$ cat src/rtl/keypad_history_event_queue_macros.svh
// Assertion macros for the keypad history event queue.
// Uses clk_i and rst_ni of the module that includes it; no other dependencies.
`ifndef KEYPAD_HISTORY_EVENT_QUEUE_MACROS_SVH
`define KEYPAD_HISTORY_EVENT_QUEUE_MACROS_SVH

// Same-cycle implication, checked out of reset
`define KHQ_ASSERT_IMP(lbl, ante, cons, msg) \
  lbl: assert property (@(posedge clk_i) disable iff (!rst_ni) (ante) |-> (cons)) \
    else $error(msg);

// Next-cycle implication, checked out of reset
`define KHQ_ASSERT_NXT(lbl, ante, cons, msg) \
  lbl: assert property (@(posedge clk_i) disable iff (!rst_ni) (ante) |=> (cons)) \
    else $error(msg);

`endif

$ cat src/rtl/khq_pkg.sv
// Shared types and constants for the keypad history event queue.
// No dependencies.
`timescale 1ns / 1ps

package khq_pkg;

  // Column count and row field width are fixed by the sample format
  localparam int unsigned COL_COUNT = 4;
  localparam int unsigned COL_BITS  = 2;
  localparam int unsigned ROW_FIELD = 4;
  localparam int unsigned CODE_BITS = 8;

  localparam logic [CODE_BITS-1:0] MARK_BIT = 8'h80;

  // Key characters, "DCBA#9630852*741"
  localparam logic [CODE_BITS-1:0] CHAR_MAP [16] = '{
    8'h44, 8'h43, 8'h42, 8'h41, 8'h23, 8'h39, 8'h36, 8'h33,
    8'h30, 8'h38, 8'h35, 8'h32, 8'h2A, 8'h37, 8'h34, 8'h31
  };

  typedef enum logic [0:0] {
    OP_SCAN = 1'b0,
    OP_POP  = 1'b1
  } op_e;

  typedef struct packed {
    op_e                 op;
    logic [COL_BITS-1:0] column;
    logic [ROW_FIELD-1:0] row_bits;
  } cmd_t;

endpackage

$ cat src/rtl/khq_if.sv
// Channel interfaces: request beats in, event beats out.
// Depends on nothing but the fixed field widths.
`timescale 1ns / 1ps

interface khq_in_if;
  logic       valid;
  logic       ready;
  logic       kind;
  logic [1:0] column;
  logic [3:0] row_bits;

  modport source (output valid, output kind, output column, output row_bits, input ready);
  modport sink   (input valid, input kind, input column, input row_bits, output ready);
endinterface

interface khq_out_if;
  logic       valid;
  logic       ready;
  logic [7:0] event_code;
  logic       queue_empty;

  modport source (output valid, output event_code, output queue_empty, input ready);
  modport sink   (input valid, input event_code, input queue_empty, output ready);
endinterface

$ cat src/rtl/khq_front.sv
// Front end: accepts request beats and classifies them into commands.
// Depends on khq_pkg and khq_in_if.
`timescale 1ns / 1ps

module khq_front #(
  parameter int unsigned ROW_COUNT = 4,
  parameter int unsigned KEY_COUNT = 16
) (
  khq_in_if.sink               req_i,
  output logic                 cmd_valid_o,
  input  logic                 cmd_ready_i,
  output khq_pkg::cmd_t        cmd_o,
  output logic [ROW_COUNT-1:0] key_ok_o
);
  import khq_pkg::*;

  // Pass the handshake through to the command queue
  assign req_i.ready = cmd_ready_i;
  assign cmd_valid_o = req_i.valid;

  // Decode the operation and copy the sample
  always_comb begin
    cmd_o.op       = req_i.kind ? OP_POP : OP_SCAN;
    cmd_o.column   = req_i.column;
    cmd_o.row_bits = req_i.row_bits;
  end

  // Flag rows whose key index falls inside the key count
  always_comb begin
    for (int unsigned r = 0; r < ROW_COUNT; r++) begin
      key_ok_o[r] = (32'(req_i.column) * ROW_COUNT + r) < KEY_COUNT;
    end
  end

endmodule

$ cat src/rtl/khq_cmd_fifo.sv
// Two-entry command queue between the front and back ends.
// Generic payload; no package dependencies.
`timescale 1ns / 1ps

module khq_cmd_fifo #(
  parameter int unsigned WIDTH = 8
) (
  input  logic             clk_i,
  input  logic             rst_ni,
  input  logic             push_i,
  input  logic [WIDTH-1:0] push_data_i,
  output logic             full_o,
  input  logic             pop_i,
  output logic             empty_o,
  output logic [WIDTH-1:0] head_o
);

  logic [WIDTH-1:0] mem_q [2];
  logic             wr_q, wr_d;
  logic             rd_q, rd_d;
  logic [1:0]       cnt_q, cnt_d;

  assign full_o  = cnt_q == 2'd2;
  assign empty_o = cnt_q == 2'd0;
  assign head_o  = mem_q[rd_q];

  // Advance pointers and count
  always_comb begin
    wr_d  = push_i ? ~wr_q : wr_q;
    rd_d  = pop_i  ? ~rd_q : rd_q;
    cnt_d = cnt_q + {1'b0, push_i} - {1'b0, pop_i};
  end

  always_ff @(posedge clk_i or negedge rst_ni) begin
    if (!rst_ni) begin
      wr_q  <= 1'b0;
      rd_q  <= 1'b0;
      cnt_q <= 2'd0;
    end else begin
      wr_q  <= wr_d;
      rd_q  <= rd_d;
      cnt_q <= cnt_d;
    end
  end

  // Store the pushed beat
  always_ff @(posedge clk_i) begin
    if (push_i) begin
      mem_q[wr_q] <= push_data_i;
    end
  end

endmodule

$ cat src/rtl/khq_back.sv
// Back end: key histories, press detection, event slots and the result register.
// Depends on khq_pkg and khq_out_if.
`timescale 1ns / 1ps

module khq_back #(
  parameter int unsigned ROW_COUNT    = 4,
  parameter int unsigned HISTORY_BITS = 8
) (
  input  logic                 clk_i,
  input  logic                 rst_ni,
  input  logic                 press_mark_we_i,
  input  logic                 press_mark_i,
  input  logic                 cmd_valid_i,
  input  khq_pkg::cmd_t        cmd_i,
  input  logic [ROW_COUNT-1:0] key_ok_i,
  output logic                 cmd_ready_o,
  khq_out_if.source            rsp_o
);
  import khq_pkg::*;

  localparam logic [HISTORY_BITS-1:0] PRESS_PATTERN = {{(HISTORY_BITS-1){1'b0}}, 1'b1};

  logic [HISTORY_BITS-1:0] hist_q [COL_COUNT][ROW_COUNT];
  logic [HISTORY_BITS-1:0] hist_d [COL_COUNT][ROW_COUNT];
  logic [CODE_BITS-1:0]    slot_q [2];
  logic [CODE_BITS-1:0]    slot_d [2];
  logic                    wr_q, wr_d;
  logic                    rd_q, rd_d;
  logic                    mark_q;
  logic                    out_valid_q, out_valid_d;
  logic [CODE_BITS-1:0]    out_code_q, out_code_d;
  logic                    out_empty_q, out_empty_d;
  logic                    fire;
  logic [ROW_FIELD+ROW_COUNT-1:0] rows_wide;

  // Take a scan at once, a pop only when the result register frees up
  assign cmd_ready_o = (cmd_i.op == OP_SCAN) || !out_valid_q || rsp_o.ready;
  assign fire        = cmd_valid_i && cmd_ready_o;
  assign rows_wide   = {{ROW_COUNT{1'b0}}, cmd_i.row_bits};

  assign rsp_o.valid       = out_valid_q;
  assign rsp_o.event_code  = out_code_q;
  assign rsp_o.queue_empty = out_empty_q;

  // Shift histories, push presses in row order, or pop one slot
  always_comb begin
    logic [HISTORY_BITS-1:0] h;
    logic [3:0]              key;
    logic [CODE_BITS-1:0]    code;
    hist_d      = hist_q;
    slot_d      = slot_q;
    wr_d        = wr_q;
    rd_d        = rd_q;
    out_code_d  = out_code_q;
    out_empty_d = out_empty_q;
    out_valid_d = out_valid_q && !rsp_o.ready;
    h           = '0;
    key         = '0;
    code        = '0;
    if (fire) begin
      unique case (cmd_i.op)
        OP_SCAN: begin
          for (int unsigned r = 0; r < ROW_COUNT; r++) begin
            h   = {hist_q[cmd_i.column][r][HISTORY_BITS-2:0], rows_wide[r]};
            key = 4'(32'(cmd_i.column) * ROW_COUNT + r);
            code = CHAR_MAP[key] | (mark_q ? MARK_BIT : '0);
            if (key_ok_i[r]) begin
              hist_d[cmd_i.column][r] = h;
              if (h == PRESS_PATTERN) begin
                slot_d[wr_d] = code;
                wr_d         = ~wr_d;
              end
            end
          end
        end
        OP_POP: begin
          out_valid_d = 1'b1;
          out_code_d  = slot_q[rd_q];
          out_empty_d = slot_q[rd_q] == '0;
          if (slot_q[rd_q] != '0) begin
            slot_d[rd_q] = '0;
            rd_d         = ~rd_q;
          end
        end
        default: begin
          out_valid_d = out_valid_q && !rsp_o.ready;
        end
      endcase
    end
  end

  always_ff @(posedge clk_i or negedge rst_ni) begin
    if (!rst_ni) begin
      hist_q      <= '{default: '0};
      slot_q      <= '{default: '0};
      wr_q        <= 1'b0;
      rd_q        <= 1'b0;
      mark_q      <= 1'b1;
      out_valid_q <= 1'b0;
    end else begin
      hist_q      <= hist_d;
      slot_q      <= slot_d;
      wr_q        <= wr_d;
      rd_q        <= rd_d;
      out_valid_q <= out_valid_d;
      if (press_mark_we_i) begin
        mark_q <= press_mark_i;
      end
    end
  end

  // Hold the result payload
  always_ff @(posedge clk_i) begin
    out_code_q  <= out_code_d;
    out_empty_q <= out_empty_d;
  end

endmodule

$ cat src/rtl/keypad_history_event_queue.sv
// Keypad scanner with per-key shift-history debounce and two-slot event queue.
// Use: req_i carries column scan samples (kind 0) and pop requests (kind 1) as
//   valid/ready beats; rsp_o returns one beat per pop with the event byte and
//   an empty flag. Scan samples return nothing.
// press_mark is written through press_mark_we_i / press_mark_i; the user must
//   do so only while idle, as the block itself does not enforce it.
// A pop's result passes through the command queue and then the result register.
// Throughput: one request per cycle while the command queue has room; each scan
//   updates all rows of its column together, pushing presses in row order.
// A two-entry command queue parts the front from the back, so requests keep
//   flowing while a result waits; when rsp_o stalls, pops back up in that
//   queue and req_i.ready falls once it holds two commands.
// Reset clears all key histories, both slots and pointers and the result valid
//   flag, but not the result payload, and sets press_mark to 1.
// Depends on khq_pkg, khq_if, khq_front, khq_cmd_fifo, khq_back and the macro header.
`timescale 1ns / 1ps
`include "keypad_history_event_queue_macros.svh"

module keypad_history_event_queue #(
  parameter int unsigned ROW_COUNT    = 4,
  parameter int unsigned KEY_COUNT    = 16,
  parameter int unsigned HISTORY_BITS = 8
) (
  input  logic      clk_i,
  input  logic      rst_ni,
  input  logic      press_mark_we_i,
  input  logic      press_mark_i,
  khq_in_if.sink    req_i,
  khq_out_if.source rsp_o
);
  import khq_pkg::*;

  localparam int unsigned QW = $bits(cmd_t) + ROW_COUNT;

  logic                 front_valid;
  cmd_t                 front_cmd;
  logic [ROW_COUNT-1:0] front_ok;
  logic                 fifo_full;
  logic                 fifo_empty;
  logic                 fifo_push;
  logic                 fifo_pop;
  logic [QW-1:0]        fifo_head;
  cmd_t                 back_cmd;
  logic [ROW_COUNT-1:0] back_ok;
  logic                 back_ready;

  // Classify incoming beats
  khq_front #(
    .ROW_COUNT (ROW_COUNT),
    .KEY_COUNT (KEY_COUNT)
  ) u_front (
    .req_i       (req_i),
    .cmd_valid_o (front_valid),
    .cmd_ready_i (!fifo_full),
    .cmd_o       (front_cmd),
    .key_ok_o    (front_ok)
  );

  assign fifo_push = front_valid && !fifo_full;
  assign fifo_pop  = !fifo_empty && back_ready;

  // Queue commands between front and back
  khq_cmd_fifo #(
    .WIDTH (QW)
  ) u_fifo (
    .clk_i       (clk_i),
    .rst_ni      (rst_ni),
    .push_i      (fifo_push),
    .push_data_i ({front_cmd, front_ok}),
    .full_o      (fifo_full),
    .pop_i       (fifo_pop),
    .empty_o     (fifo_empty),
    .head_o      (fifo_head)
  );

  assign {back_cmd, back_ok} = fifo_head;

  // Carry out scans and pops
  khq_back #(
    .ROW_COUNT    (ROW_COUNT),
    .HISTORY_BITS (HISTORY_BITS)
  ) u_back (
    .clk_i           (clk_i),
    .rst_ni          (rst_ni),
    .press_mark_we_i (press_mark_we_i),
    .press_mark_i    (press_mark_i),
    .cmd_valid_i     (!fifo_empty),
    .cmd_i           (back_cmd),
    .key_ok_i        (back_ok),
    .cmd_ready_o     (back_ready),
    .rsp_o           (rsp_o)
  );

  // Check queue and result behaviour
  `KHQ_ASSERT_IMP(a_empty_means_zero, rsp_o.valid,
                  rsp_o.queue_empty == (rsp_o.event_code == '0),
                  "empty flag disagrees with event code")
  `KHQ_ASSERT_IMP(a_pop_waits_for_slot,
                  fifo_pop && back_cmd.op == OP_POP && rsp_o.valid, rsp_o.ready,
                  "pop executed while result register still held")
  `KHQ_ASSERT_NXT(a_accept_fills_queue, req_i.valid && req_i.ready, !fifo_empty,
                  "accepted beat missing from command queue")

endmodule
$ cat src/flat_wrapper.sv
// flat-port wrapper written by rule: the top's interface ports become plain ports
module keypad_history_event_queue_flat import khq_pkg::*;
#(
  parameter int unsigned ROW_COUNT    = 4,
  parameter int unsigned KEY_COUNT    = 16,
  parameter int unsigned HISTORY_BITS = 8
)
  (clk_i, rst_ni, press_mark_we_i, press_mark_i, req_i_valid, req_i_kind, req_i_column, req_i_row_bits, req_i_ready, rsp_o_valid, rsp_o_event_code, rsp_o_queue_empty, rsp_o_ready);
  khq_in_if req_i_i ();
  khq_out_if rsp_o_i ();
  input  logic clk_i;
  input  logic rst_ni;
  input  logic press_mark_we_i;
  input  logic press_mark_i;
  input wire logic [$bits(req_i_i.valid)-1:0] req_i_valid;
  input wire logic [$bits(req_i_i.kind)-1:0] req_i_kind;
  input wire logic [$bits(req_i_i.column)-1:0] req_i_column;
  input wire logic [$bits(req_i_i.row_bits)-1:0] req_i_row_bits;
  output wire logic [$bits(req_i_i.ready)-1:0] req_i_ready;
  output wire logic [$bits(rsp_o_i.valid)-1:0] rsp_o_valid;
  output wire logic [$bits(rsp_o_i.event_code)-1:0] rsp_o_event_code;
  output wire logic [$bits(rsp_o_i.queue_empty)-1:0] rsp_o_queue_empty;
  input wire logic [$bits(rsp_o_i.ready)-1:0] rsp_o_ready;
  assign req_i_i.valid = req_i_valid;
  assign req_i_i.kind = req_i_kind;
  assign req_i_i.column = req_i_column;
  assign req_i_i.row_bits = req_i_row_bits;
  assign req_i_ready = req_i_i.ready;
  assign rsp_o_valid = rsp_o_i.valid;
  assign rsp_o_event_code = rsp_o_i.event_code;
  assign rsp_o_queue_empty = rsp_o_i.queue_empty;
  assign rsp_o_i.ready = rsp_o_ready;
  keypad_history_event_queue #(.ROW_COUNT(ROW_COUNT), .KEY_COUNT(KEY_COUNT), .HISTORY_BITS(HISTORY_BITS)) u_core (.clk_i(clk_i), .rst_ni(rst_ni), .press_mark_we_i(press_mark_we_i), .press_mark_i(press_mark_i), .req_i(req_i_i), .rsp_o(rsp_o_i));
endmodule
$ cat config.mk
export PLATFORM = sky130hd
export DESIGN_NAME = keypad_history_event_queue_flat
export DESIGN_NICKNAME = d
export VERILOG_FILES = /design/src/rtl/khq_pkg.sv /design/src/rtl/khq_if.sv /design/src/rtl/khq_front.sv /design/src/rtl/khq_cmd_fifo.sv /design/src/rtl/khq_back.sv /design/src/rtl/keypad_history_event_queue.sv /design/src/flat_wrapper.sv
export VERILOG_INCLUDE_DIRS = /design/src /design/src/rtl
export SDC_FILE = /design/constraint.sdc
export NUM_CORES = 1
export LEC_CHECK = 0
export BUFFER_PORTS_ARGS = -buffer_cell sky130_fd_sc_hd__buf_4
export CORE_MARGIN = 4
export CORE_UTILIZATION = 40
export DETAILED_ROUTE_END_ITERATION = 16
export PLACE_DENSITY = 0.56
export SYNTH_ARGS = -nofsm -noshare
export SYNTH_HDL_FRONTEND = slang
export SYNTH_HIERARCHICAL = 1
export SYNTH_SLANG_ARGS = --single-unit
$ cat constraint.sdc
create_clock -name clk_i -period 5.2 [get_ports clk_i]
set_input_delay 0.52 -clock clk_i [delete_from_list [all_inputs] [get_ports clk_i]]
set_output_delay 0.52 -clock clk_i [all_outputs]
set_load 0.03 [all_outputs]
==> summary.md <==
The clock arrives with 0.0111 ns of skew. The overall die width works out to 150 µm. Path type of the worst min-delay path: in2reg.

For this block, the initial DRC count from the detailed router was 401. Once placement finished, the instance area stood at 8360 µm². The biggest area consumer among synthesized cells is dfrtp_1.

Sequential elements use 53.7% of the synthesized area. During synthesis, Yosys emitted a total of 6 warnings. Summing over every cut layer, the via total after detailed routing is 4665. VDD sags by at most 0.308 mV. The accumulated negative setup slack came out at 0 ns. Once detail routing completed, the nets flagged for antenna violations numbered 0.

Setup violations remaining at the end of the flow were counted as 0. Summing internal, switching and leakage power gives 5.89 mW. Achievable clock frequency: 241 MHz. For the hold slack, the log shows 0.284 ns. By instance count, the leading cell after synthesis is dfrtp_1.

The total clock sinks is 167, and the final max-slew violation count is 0. The number of setup buffers added after CTS is 0. The worst setup path is of the reg2reg kind.

The tools report the CTS root buffer as clkbuf_16. The total non-filler cell area in the finished layout is 8950 µm², and the relative max-transition margin is 27.2%. Via count of the first global-routing pass: 4929.

After clock tree synthesis, the clock-pin slew on the worst setup and hold paths is 0.06 ns. The detailed-routing iteration count for the pre-antenna-repair pass is 4, and the total CTS buffers is 17. Entering global routing, the biggest net connects 87 pins. In the routed design, unresolved DRC markers number 0.

The count of buffers added on input and output ports is 23. The number of instances resized during post-cts repair is 0. Number of violations of the max-capacitance limit: 0. The multiplexer area fraction after synthesis came out at 27.3%.

The final period demand of the worst path was 4.15 ns. The die covers 22500 µm². The average wire per standard cell came out at 19.3 µm. Global routing consumed, over all layers together, 15.6% of the routing resources. Number of ports placed on the die boundary: 24.

The initial antenna violation count is 0. After synthesis, the cell types taking the most area are dfrtp_1, mux2_2, edfxtp_1. Summing the areas of all compound-gate instances in the mapped netlist gives 6.40% of the synthesized area. The worst setup path is captured at a flop. The total overflow left after global routing is 0. The xor and xnor area share after synthesis came out at 1.27%.

Arrival time at the worst endpoint: 4.46 ns. The maximum fanout along the worst path is 34. TritonCTS built the clock tree.

The number of vias per cell came out at 5.46. The cell area after synthesis is 8070 µm², and the number of placement rows is 51. The fraction of final layout cells with drive strength greater than 1 was 36.7%; the net total in the final layout was 596.

The first global-routing pass estimated 27000 µm of wire. In this run, synthesis inferred 31 flip-flops with an integrated enable. The worst path uses 79.8% of the clock period. The HPWL after detailed placement was 11100 µm. The commonest cells after synthesis are dfrtp_1, mux2_2, edfxtp_1.

The average cell area after synthesis is 14.2 µm², and the final estimated routing congestion in global placement is 0.829. The leading register cell type out of synthesis was dfrtp_1. The run finished with clean final reports. The combinational family with the most area after synthesis is multiplexers. The initial core utilization came out at 41.1%.

Compared with the post-synthesis result, the final layout area differs by 10.9%. The fraction of synthesis flops using an asynchronous set or reset pin is 81.4%, and the die height is 150 µm. The slew of the pin with the lowest slew margin came out at 1.09 ns.

Setup repair after global routing left no endpoint under its margin. Power spread over the standard cell area amounts to 659 nW/µm². The final count of hold timing violations came out at 0. The flip-flop and latch count after synthesis was 167. The area of the placeable core was 19700 µm². CTS built an H-tree with a depth of 4. The share of synthesized area in the top cell type comes to 41.9%.

The netlist uses 67 different library cells. After Yosys synthesis, and, or, nand and nor cells account for 5.92% of the synthesized area. The logs give 16500 µm for the post-detailed-routing wire length and 2 for the largest buffer count on any clock path. STA classifies the critical path startpoint as a flop.

For the worst setup path, the data required time is 5.51 ns. For the worst-skew pair, the clock arrives at the later sink with an insertion delay of 0.42 ns. The tools report the number of buffers inserted for hold repair after clock tree synthesis as 0. In this run the static leakage power is 3.97 nW. The cell count after synthesis is 569, and the adder-cell area share of the yosys netlist is 1.63%.
area by class of cell:
cell class                 count  area (µm²)
clock inverter                13         146
inverter                      12        45.0
antenna                        2        5.00
sequential                   167        4340
fill                        1771       10700
tap                          265         332
timing repair buffer          27         203
multi-input combinational    350        3450
clock buffer                  19         433
state kept, by name, indices dropped and copies added (netlist names):
| name | cells |
|---|---|
| u_core/u_back/rsp_o.queue_empty | 1 |
| u_core/u_back/rsp_o.valid | 1 |
| u_core/u_back/mark_q | 1 |
| u_core/u_fifo/cnt_q | 2 |
| u_core/u_back/rsp_o.event_code | 8 |
| u_core/u_back/rd_q | 1 |
| u_core/u_back/wr_q | 1 |
| u_core/u_fifo/wr_q | 1 |
| u_core/u_back/hist_q | 112 |
| u_core/u_fifo/mem_q | 22 |
| u_core/u_back/slot_q | 16 |
| u_core/u_fifo/rd_q | 1 |
where the power goes:
group	switching, mW	total, mW	internal [mW]
clock	0.527	1.24	0.715
combinational	1.41	2.55	1.14
sequential	0.250	2.10	1.85
cells in the final DEF (no fill, tap or decap), types with 4 or more instances in the layout:
cell       Yosys  layout
a21oi_1        6       6
nor4_1         6       6
inv_1         12      12
mux2_4         9       9
dfrtp_1      135     135
clkbuf_16      0      17
and2_1         6       6
nand3_1       24      24
nor3_1         5       5
xnor2_1        7       7
buf_4         13      27
o21ai_0       15      15
a22oi_1        4       4
conb_1         1       4
nand2_1       17      17
mux4_2        18      18
nor2b_1        5       5
mux2_2       124     124
ha_1           8       8
a22o_1         9       9
mux4_1         9       9
o211ai_1       5       5
edfxtp_1      31      31
nor2_1        14      14
kinds of logic (layout without fill, tap and decap cells):
family	after synthesis	in the layout
xor gates and xnor gates	10	10
muxes	163	163
and+or+nand+nor	92	92
buffers and inverters	55	71
AOI/OAI and AO/OA	70	70
adders and majority gates	11	11
DFF	167	167
other	1	6
critical path, stage by stage, from the launching register on:
cell,delay (ns)
dfrtp_1,0.39
mux2_4,0.65
mux4_1,0.73
or4_1,0.54
or3_1,0.53
nor3_1,0.59
o21a_1,0.21
nand2b_1,0.12
a21oi_1,0.07
a22o_1,0.19
metal layers:
metal  wire [µm]  global-route usage (%)  vias up
met5           0                       0        -
met4         172                    4.89        0
met3         534                    2.94       11
met2        8070                    25.0       80
met1        7690                    21.5     2428
li1            -                       -     2146
worst paths after layout:
kind	slack (ns)	start	to	cells after the start
worst max-delay path	1.05	u_core/u_fifo/rd_q	u_core/u_back/slot_q[3]	9
worst min-delay path	0.28	rsp_o_ready	u_core/u_back/rsp_o.valid	2
worst max register to register	1.05	u_core/u_fifo/rd_q	u_core/u_back/slot_q[3]	9
worst min register to register	0.49	u_core/u_fifo/wr_q	u_core/u_fifo/wr_q	1
max in group asynchronous	3.62	rst_ni	u_core/u_back/hist_q[18]	2
min in group asynchronous	0.30	rst_ni	u_core/u_back/rsp_o.valid	1
metrics by stage:
step	setup slack (ns)	utilization, %	cells
after global placement	1.09	42.5	821
after CTS	1.03	45.5	853
final	1.05	45.5	855
after detailed placement	1.05	42.5	821
after global routing	0.766	45.5	853
after floorplan	1.50	-	572
No activity file was read; power rests on OpenSTA's default activity.
